## src/sv/pirr_pkg.sv

```systemverilog
// ----------------------------------------------------------------------------
// pirr_pkg: shared constants, types and helpers for the rotated-rectangle
// hit test (register indexes, datapath widths, split-multiply helpers)
// ----------------------------------------------------------------------------
package pirr_pkg;

	// register map
	localparam int CfgIdxW  = 3;
	localparam int CfgDataW = 32;
	localparam logic [CfgIdxW-1:0] REG_ORIGIN_X     = 3'd0;
	localparam logic [CfgIdxW-1:0] REG_ORIGIN_Y     = 3'd1;
	localparam logic [CfgIdxW-1:0] REG_BOX_WIDTH    = 3'd2;
	localparam logic [CfgIdxW-1:0] REG_BOX_HEIGHT   = 3'd3;
	localparam logic [CfgIdxW-1:0] REG_SCALE_FACTOR = 3'd4;
	localparam logic [CfgIdxW-1:0] REG_ROT_COS      = 3'd5;
	localparam logic [CfgIdxW-1:0] REG_ROT_SIN      = 3'd6;

	// field widths
	localparam int CoordW = 32;
	localparam int SizeW  = 12;
	localparam int ScaleW = 16;
	localparam int TrigW  = 16;
	localparam int FracShift = 7;   // Q24.8 to Q.15

	localparam logic [ScaleW-1:0] ScaleReset = 16'd256;
	localparam logic [TrigW-1:0]  CosReset   = 16'd32767;

	localparam int NumCorners = 4;

	// datapath widths
	localparam int ExtW   = 20;                 // scaled extent, whole pixels
	localparam int ProdW  = 36;                 // extent times cos or sin
	localparam int DeltaW = ProdW + 1;          // corner offset or edge delta
	localparam int PosW   = CoordW + 1 + FracShift;  // point minus origin, Q.15
	localparam int RelW   = PosW + 1;           // point minus corner
	localparam int SplitW = 20;                 // low half of a split operand
	localparam int RelHiW   = RelW - SplitW;
	localparam int DeltaHiW = DeltaW - SplitW;
	localparam int HhW = RelHiW + DeltaHiW;
	localparam int HlW = RelHiW + SplitW + 1;
	localparam int LhW = SplitW + 1 + DeltaHiW;
	localparam int LlW = 2 * SplitW;
	localparam int CrossW = RelW + DeltaW;

	// rectangle geometry derived from the registers
	typedef struct packed {
		logic signed [CoordW-1:0] origin_x;
		logic signed [CoordW-1:0] origin_y;
		logic signed [ProdW-1:0]  ew_cos;
		logic signed [ProdW-1:0]  ew_sin;
		logic signed [ProdW-1:0]  eh_cos;
		logic signed [ProdW-1:0]  eh_sin;
	} geom_t;

	// partial products of one cross term
	typedef struct packed {
		logic signed [HhW-1:0] hh;
		logic signed [HlW-1:0] hl;
		logic signed [LhW-1:0] lh;
		logic [LlW-1:0]        ll;
	} part_t;

	function automatic logic signed [DeltaW-1:0] ext_prod(input logic signed [ProdW-1:0] p);
		return $signed({{(DeltaW-ProdW){p[ProdW-1]}}, p});
	endfunction

	// rel * dlt as four narrow products
	function automatic part_t part_mul(input logic signed [RelW-1:0] rel,
			input logic signed [DeltaW-1:0] dlt);
		part_t p;
		logic signed [RelHiW-1:0]   rh;
		logic [SplitW-1:0]          rl;
		logic signed [DeltaHiW-1:0] dh;
		logic [SplitW-1:0]          dl;
		rh = $signed(rel[RelW-1:SplitW]);
		rl = rel[SplitW-1:0];
		dh = $signed(dlt[DeltaW-1:SplitW]);
		dl = dlt[SplitW-1:0];
		p.hh = rh * dh;
		p.hl = rh * $signed({1'b0, dl});
		p.lh = $signed({1'b0, rl}) * dh;
		p.ll = rl * dl;
		return p;
	endfunction

	// recombine the partial products
	function automatic logic signed [CrossW-1:0] part_sum(input part_t p);
		logic signed [CrossW-1:0] a;
		logic signed [CrossW-1:0] b;
		logic signed [CrossW-1:0] c;
		logic signed [CrossW-1:0] d;
		a = $signed({p.hh, {(2*SplitW){1'b0}}});
		b = $signed({{(CrossW-HlW-SplitW){p.hl[HlW-1]}}, p.hl, {SplitW{1'b0}}});
		c = $signed({{(CrossW-LhW-SplitW){p.lh[LhW-1]}}, p.lh, {SplitW{1'b0}}});
		d = $signed({{(CrossW-LlW){1'b0}}, p.ll});
		return a + b + c + d;
	endfunction

endpackage

```

## src/sv/pirr_cfg.sv

```systemverilog
// ----------------------------------------------------------------------------
// pirr_cfg: configuration registers and rectangle geometry
// Holds the seven registers and derives the scaled extents and their
// rotated components in a two-stage free-running chain.
// ----------------------------------------------------------------------------
module pirr_cfg (
	input  logic                            clk,
	input  logic                            arst_n,
	input  logic                            cfg_valid,
	input  logic [pirr_pkg::CfgIdxW-1:0]    cfg_index,
	input  logic [pirr_pkg::CfgDataW-1:0]   cfg_data,
	output pirr_pkg::geom_t                 geom
);
	import pirr_pkg::*;

	logic signed [CoordW-1:0] origin_x_q;
	logic signed [CoordW-1:0] origin_y_q;
	logic [SizeW-1:0]         box_width_q;
	logic [SizeW-1:0]         box_height_q;
	logic [ScaleW-1:0]        scale_factor_q;
	logic signed [TrigW-1:0]  rot_cos_q;
	logic signed [TrigW-1:0]  rot_sin_q;

	logic [SizeW+ScaleW-1:0] ew_full;
	logic [SizeW+ScaleW-1:0] eh_full;
	logic [ExtW-1:0]         ew_q;
	logic [ExtW-1:0]         eh_q;
	logic signed [ProdW-1:0] ew_cos_q;
	logic signed [ProdW-1:0] ew_sin_q;
	logic signed [ProdW-1:0] eh_cos_q;
	logic signed [ProdW-1:0] eh_sin_q;

	// register writes, unknown indexes ignored
	always_ff @(posedge clk or negedge arst_n) begin
		if (!arst_n) begin
			origin_x_q     <= '0;
			origin_y_q     <= '0;
			box_width_q    <= '0;
			box_height_q   <= '0;
			scale_factor_q <= ScaleReset;
			rot_cos_q      <= CosReset;
			rot_sin_q      <= '0;
		end else if (cfg_valid) begin
			unique case (cfg_index)
				REG_ORIGIN_X:     origin_x_q     <= cfg_data[CoordW-1:0];
				REG_ORIGIN_Y:     origin_y_q     <= cfg_data[CoordW-1:0];
				REG_BOX_WIDTH:    box_width_q    <= cfg_data[SizeW-1:0];
				REG_BOX_HEIGHT:   box_height_q   <= cfg_data[SizeW-1:0];
				REG_SCALE_FACTOR: scale_factor_q <= cfg_data[ScaleW-1:0];
				REG_ROT_COS:      rot_cos_q      <= cfg_data[TrigW-1:0];
				REG_ROT_SIN:      rot_sin_q      <= cfg_data[TrigW-1:0];
				default: ;
			endcase
		end
	end

	// scaled extents, truncated to whole pixels
	assign ew_full = box_width_q * scale_factor_q;
	assign eh_full = box_height_q * scale_factor_q;

	always_ff @(posedge clk) begin
		ew_q <= ew_full[SizeW+ScaleW-1:8];
		eh_q <= eh_full[SizeW+ScaleW-1:8];
	end

	// rotated extent components in Q.15 pixels
	always_ff @(posedge clk) begin
		ew_cos_q <= $signed({1'b0, ew_q}) * rot_cos_q;
		ew_sin_q <= $signed({1'b0, ew_q}) * rot_sin_q;
		eh_cos_q <= $signed({1'b0, eh_q}) * rot_cos_q;
		eh_sin_q <= $signed({1'b0, eh_q}) * rot_sin_q;
	end

	assign geom.origin_x = origin_x_q;
	assign geom.origin_y = origin_y_q;
	assign geom.ew_cos   = ew_cos_q;
	assign geom.ew_sin   = ew_sin_q;
	assign geom.eh_cos   = eh_cos_q;
	assign geom.eh_sin   = eh_sin_q;

endmodule

```

## config.mk

```make
export PLATFORM = sky130hd
export DESIGN_NAME = pirr_cfg
export DESIGN_NICKNAME = d
export VERILOG_FILES = /design/src/sv/pirr_pkg.sv /design/src/sv/pirr_cfg.sv
export SDC_FILE = /design/constraint.sdc
export NUM_CORES = 2
export LEC_CHECK = 0
export BUFFER_PORTS_ARGS = -buffer_cell sky130_fd_sc_hd__buf_2
export CAP_MARGIN = 20
export CORE_UTILIZATION = 28
export DETAILED_ROUTE_END_ITERATION = 8
export PLACE_DENSITY_LB_ADDON = 0.15
export SYNTH_ARGS = -nofsm -noshare
export SYNTH_HDL_FRONTEND = slang
export SYNTH_SLANG_ARGS = --single-unit
```

## constraint.sdc

```tcl
create_clock -name clk -period 7.45 [get_ports clk]
set_clock_uncertainty 0.2 [all_clocks]
set_input_delay 1.49 -clock clk [delete_from_list [all_inputs] [get_ports clk]]
set_output_delay 1.49 -clock clk [all_outputs]
set_load 0.005 [all_outputs]
```

# Word level (Yosys, flattened, before mapping)
# Index checks and enable logic that the tools add are counted.
totals:
  wordCells: 33
  inputBits: 38
  out_inout_bits: 208
  regBits: 320
op_classes:
  n_reduce_logical: 8
  multipliers: 6
  eq_ne: 6
op_table:
  columns: ["op", "count"]
  rows:
  - ["$mul A21 B16 Y36", 4]
  - ["$mul A12 B16 Y28", 2]
  - ["$reduce_and A2 Y1", 7]
  - ["$eq A3 B3 Y1 const B", 3]
  - ["$eq A3 B2 Y1 const B", 2]
  - ["$eq A3 B1 Y1 const B", 1]
  - ["$logic_not A3 Y1", 1]

# Longest topological paths before layout
logic_depth:
  depth_word: 2
  ltp_mapped: 25
  mapped_depth_nobuf: 23

# Least setup slack after synthesis
# OpenSTA, ideal clock, no wires.
synth_path:
  path_kind: "flip-flop to flip-flop"
  from: "register rot_cos_q[15]"
  to: "register eh_cos_q[32]"
  synth_period_minus_slack_ns: 6.580
  setup_time_ns: 0.121
  setup_slack_ns: 0.870
  n_path_buf: 2
  path_stages_with_launch: 23
  arrival_ns: 6.259
  required_time_ns: 7.129
  cell_sequence: "dfrtp_1 clkbuf_1 clkinv_1 buf_1 nor2_1 fa_1 fa_1 fa_1 fa_1 fa_1 inv_1 fa_1 inv_1 ha_1 a21o_1 a21o_1 or3b_1 or3_1 o21ai_0 nor3_1 and2_1 o41a_1 xor2_1"
synth_via:
  elab_chain_len: 1
synth_lines:
  columns: ["item", "line_no", "rtl"]
  rows:
  - ["from (decl)", "pirr_cfg.sv:21", "logic signed [TrigW-1:0] rot_cos_q;"]
  - ["from (signal assigned)", "pirr_cfg.sv:41", "rot_cos_q <= CosReset;"]
  - ["from (signal assigned)", "pirr_cfg.sv:50", "REG_ROT_COS: rot_cos_q <= cfg_data[TrigW-1:0];"]
  - ["$mul A21 B16 Y36", "pirr_cfg.sv:70", "eh_cos_q <= $signed({1'b0, eh_q}) * rot_cos_q;"]
  - ["to (signal assigned)", "pirr_cfg.sv:70", null]
  - ["to (decl)", "pirr_cfg.sv:30", "logic signed [ProdW-1:0] eh_cos_q;"]
# No other way between the ends.
# A chain may end at the register's enable or synchronous reset.

# Final worst setup path
layout_path:
  from: "register rot_sin_q[4]"
  to: "register eh_sin_q[35]"
layout_via:
  elab_chain_len: 1
layout_lines:
  columns: ["item", "line_no", "rtl"]
  rows:
  - ["from (decl)", "pirr_cfg.sv:22", "logic signed [TrigW-1:0] rot_sin_q;"]
  - ["from (signal assigned)", "pirr_cfg.sv:51", "REG_ROT_SIN: rot_sin_q <= cfg_data[TrigW-1:0];"]
  - ["$mul A21 B16 Y36", "pirr_cfg.sv:71", "eh_sin_q <= $signed({1'b0, eh_q}) * rot_sin_q;"]
  - ["to (signal assigned)", "pirr_cfg.sv:71", null]
  - ["to (decl)", "pirr_cfg.sv:31", "logic signed [ProdW-1:0] eh_sin_q;"]
# No other way between the ends.

==> flow_summary.toml <==
[run_status]
run_status = "complete, no violations"

[grt]
first_global_vias = 49500
grt_first_pass_wirelength_um = 294000
overflow = 0
grt_start_max_net_pins = 86
grt_usage_pct = 16.6
antenna_found_initial = 20

[die]
start_util_pct = 28.3
top_level_ports = 246
fp-row-count = 173
design.die.area_um2 = 227000
dieWidth_um = 477
fp.dieH_um = 477
core_area_um2 = 223000

[logic_synthesis]
synth_seq_area_share_pct = 11.3
synth_instances = 6812
post_synth_most_frequent_cells = "sky130_fd_sc_hd__inv_1, sky130_fd_sc_hd__fa_1, sky130_fd_sc_hd__nand2_1"
synth_cell_type_count = 75
synth_top_cells_by_area = "sky130_fd_sc_hd__fa_1, sky130_fd_sc_hd__ha_1, sky130_fd_sc_hd__inv_1"
number_of_enable_type_register_cells_in_the_synthesized_netlist = 0
flops_latches_synth = 320
post-synth-top-count-cell = "sky130_fd_sc_hd__inv_1"
synthArstFlopShare_pct = 42.5
ys.warnings.count = 0
netlist_area_um2 = 63100
syn_area_per_cell_um2 = 9.26
synth-main-ff-cell = "sky130_fd_sc_hd__dfxtp_1"
post-synth-top-area-fraction_pct = 40.6
syn_nets = 8752
synth_top_area_cell = "sky130_fd_sc_hd__fa_1"

[sta]
maxClockFrequency_ghz = 0.144
fin_crit_ps = 6960
timing_max_transition_violations_final = 0
finalSetupTns_ps = 0
max_slew_margin_pct = 21.8
number_of_setup_violations_in_the_final_report = 0
unrepaired_setup_endpoints_after_global_routing = "false"
finalHoldViolCount = 0
fin_crit_share_pct = 93.5
worstMarginPinSlew_ps = 1170

[route]
avgViaCountPerCell = 4.48
avgRoutedWirePerCell_um = 18.4
routed_wl_um = 184000
initialDrtViolationCount = 1902
antenna_violating_nets_post_route = 0
detailroute.via_count = 44700
detailedRoute.firstPassIterationCount = 5
detail_route.drc_violations = 0

[place]
io_buffer_count = 245
detailed_place_hpwl_um = 148000
finalWeightedCongestion = 0.811
dp_cells = 9895

[finish]
flow.area_growth_from_synthesis_pct = 11.6
nFillCells = 23400
num-nets-final = 8911
utilization_pct = 31.6
drive_above_1_share_pct = 10.2
final_cell_count_no_fill = 9993

[clocking]
cts.sinks = 320
cts_buffers = 49
worst_setup_hold_path_clk_slew_ps = 70
cts_setup_buffers = 0
h-tree-depth = 2
ctsHoldBuffers = 0
clock_tree.root_cell = "sky130_fd_sc_hd__clkbuf_16"
cts_tree = "yes"
clk_latency_ps = 700
cts_repair_resize_count = 0
clk_path_buf_depth = 3

[worst_setup_path]
crit_required_ps = 7850
crit_top_cell = "sky130_fd_sc_hd__fa_1"
cpLargestDelayFamily = "adder cells"
crit_slowest_cell = "sky130_fd_sc_hd__dfrtp_1"
worst-setup-path-type = "reg2reg"
crit_path_start_kind = "register"
worst-path-max-fanout = 17
data_arrival_critical_path_ps = 7360
cp_cell_sequence = "buf_4 > and2_1 > fa_1 > inv_1 > fa_1 > inv_1 > fa_1 > fa_1 > fa_1 > inv_1 > fa_1 > inv_1 > ha_1 > buf_4 > nand2_1 > o21ai_0 > a221oi_1 > o221ai_1 > a31o_2 > a21oi_2 > nor2_1 > o221ai_1 > xnor2_1"
setup.worst_path.end_class = "register"
critical_path_buf_inv_count = 6
critical_path.max_stage_delay_ps = 670

[run]
drv.max_cap_violation_count = 0

[hold_path]
class_of_the_most_critical_hold_timing_path = "reg2reg"
[layout by cell type, fill, tap and decap left out, types with 6 or more instances in the layout]
cell	n
sky130_fd_sc_hd__a211oi_1	12
sky130_fd_sc_hd__a21boi_0	6
sky130_fd_sc_hd__a21o_1	78
sky130_fd_sc_hd__a21oi_1	139
sky130_fd_sc_hd__a31oi_1	16
sky130_fd_sc_hd__and2_1	712
sky130_fd_sc_hd__and3_1	20
sky130_fd_sc_hd__buf_12	28
sky130_fd_sc_hd__buf_2	244
sky130_fd_sc_hd__buf_4	178
sky130_fd_sc_hd__clkbuf_16	50
sky130_fd_sc_hd__clkinv_2	8
sky130_fd_sc_hd__clkinv_4	6
sky130_fd_sc_hd__dfrtp_1	119
sky130_fd_sc_hd__dfstp_2	16
sky130_fd_sc_hd__dfxtp_1	182
sky130_fd_sc_hd__diode_2	6
sky130_fd_sc_hd__fa_1	1278
sky130_fd_sc_hd__ha_1	624
sky130_fd_sc_hd__inv_1	1523
sky130_fd_sc_hd__inv_6	6
sky130_fd_sc_hd__mux2_2	136
sky130_fd_sc_hd__nand2_1	952
sky130_fd_sc_hd__nand2b_1	39
sky130_fd_sc_hd__nand3_1	23
sky130_fd_sc_hd__nand4_1	16
sky130_fd_sc_hd__nand4b_1	6
sky130_fd_sc_hd__nor2_1	142
sky130_fd_sc_hd__nor2b_1	14
sky130_fd_sc_hd__nor3_1	19
sky130_fd_sc_hd__o21a_1	19
sky130_fd_sc_hd__o21ai_0	66
sky130_fd_sc_hd__o21bai_1	28
sky130_fd_sc_hd__o221ai_1	6
sky130_fd_sc_hd__xnor2_1	126
sky130_fd_sc_hd__xor2_1	48
[layer usage]
layer / routed length, um / track usage (%) / vias up
li1: - / - / 20500
met1: 83800 / 22.3 / 23300
met2: 88600 / 28.3 / 716
met3: 6610 / 1.63 / 164
met4: 4710 / 4.24 / 2
met5: 17 / 0 / -
[per-stage QoR]
step	hold slack, ps	cell area [um^2]	worst slack (ps)
6_report	299	70400	486
3_5_place_dp	289	68700	308
3_3_place_gp	288	68700	442
4_1_cts	303	70400	240
5_1_grt	320	70400	24.5
2_1_floorplan	305	63100	870
[state kept, by name (all words and copies together) (netlist names)]
name            flops
box_height_q       12
box_width_q        12
eh_cos_q           36
eh_q               20
eh_sin_q           36
ew_cos_q           36
ew_q               20
ew_sin_q           36
origin_x_q         32
origin_y_q         32
rot_cos_q          16
rot_sin_q          16
scale_factor_q     16
[worst paths after layout]
path,from,end,slack (ps),depth (start not counted)
setup / recovery,rot_sin_q[4],eh_sin_q[35],490,23
hold / removal,origin_y_q[30],origin_y_q[30],300,1
setup reg to reg,rot_sin_q[4],eh_sin_q[35],490,23
hold reg to reg,origin_y_q[30],origin_y_q[30],300,1
max in group asynchronous,arst_n,rot_sin_q[2],4980,2
min in group asynchronous,arst_n,box_height_q[6],720,1
[logic make-up after synthesis]
| logic type | Yosys count | share of synthesized area (%) |
|---|---|---|
| AND/OR/NAND/NOR | 1963 | 15.1 |
| adder cells (fa/ha/maj) | 1902 | 52.9 |
| buffers and inverters | 1869 | 11.1 |
| AO/OA/AOI/OAI | 447 | 4.73 |
| flip-flops | 320 | 11.3 |
| XOR/XNOR | 174 | 2.42 |
| multiplexers | 137 | 2.44 |
[worst reg2reg max path, stage by stage, from the launching register on]
cell                       delay (ps)
sky130_fd_sc_hd__dfrtp_1          670
sky130_fd_sc_hd__buf_4            310
sky130_fd_sc_hd__and2_1           180
sky130_fd_sc_hd__fa_1             540
sky130_fd_sc_hd__inv_1             60
sky130_fd_sc_hd__fa_1             480
sky130_fd_sc_hd__inv_1             50
sky130_fd_sc_hd__fa_1             480
sky130_fd_sc_hd__fa_1             510
sky130_fd_sc_hd__fa_1             500
sky130_fd_sc_hd__inv_1             50
sky130_fd_sc_hd__fa_1             580
sky130_fd_sc_hd__inv_1             70
sky130_fd_sc_hd__ha_1             290
sky130_fd_sc_hd__buf_4            160
sky130_fd_sc_hd__nand2_1           90
sky130_fd_sc_hd__o21ai_0          120
sky130_fd_sc_hd__a221oi_1         360
sky130_fd_sc_hd__o221ai_1         260
sky130_fd_sc_hd__a31o_2           300
sky130_fd_sc_hd__a21oi_2          180
sky130_fd_sc_hd__nor2_1           100
sky130_fd_sc_hd__o221ai_1         220
sky130_fd_sc_hd__xnor2_1          150
[area by class of cell]
cell class | count | area [um^2] | share of cell area [%]
antenna | 6 | 15.0 | 0.0213
clock buffer | 58 | 1320 | 1.88
clock inverter | 34 | 402 | 0.570
inverter | 1525 | 5720 | 8.13
multi-input combinational | 4623 | 49000 | 69.6
sequential | 320 | 7110 | 10.1
tap | 2975 | 3720 | 5.29
timing repair buffer | 452 | 3140 | 4.46
Power is left out: the tool's default activity adds up to more than one toggle a clock period on the data nets, which glitch-free logic cannot reach.
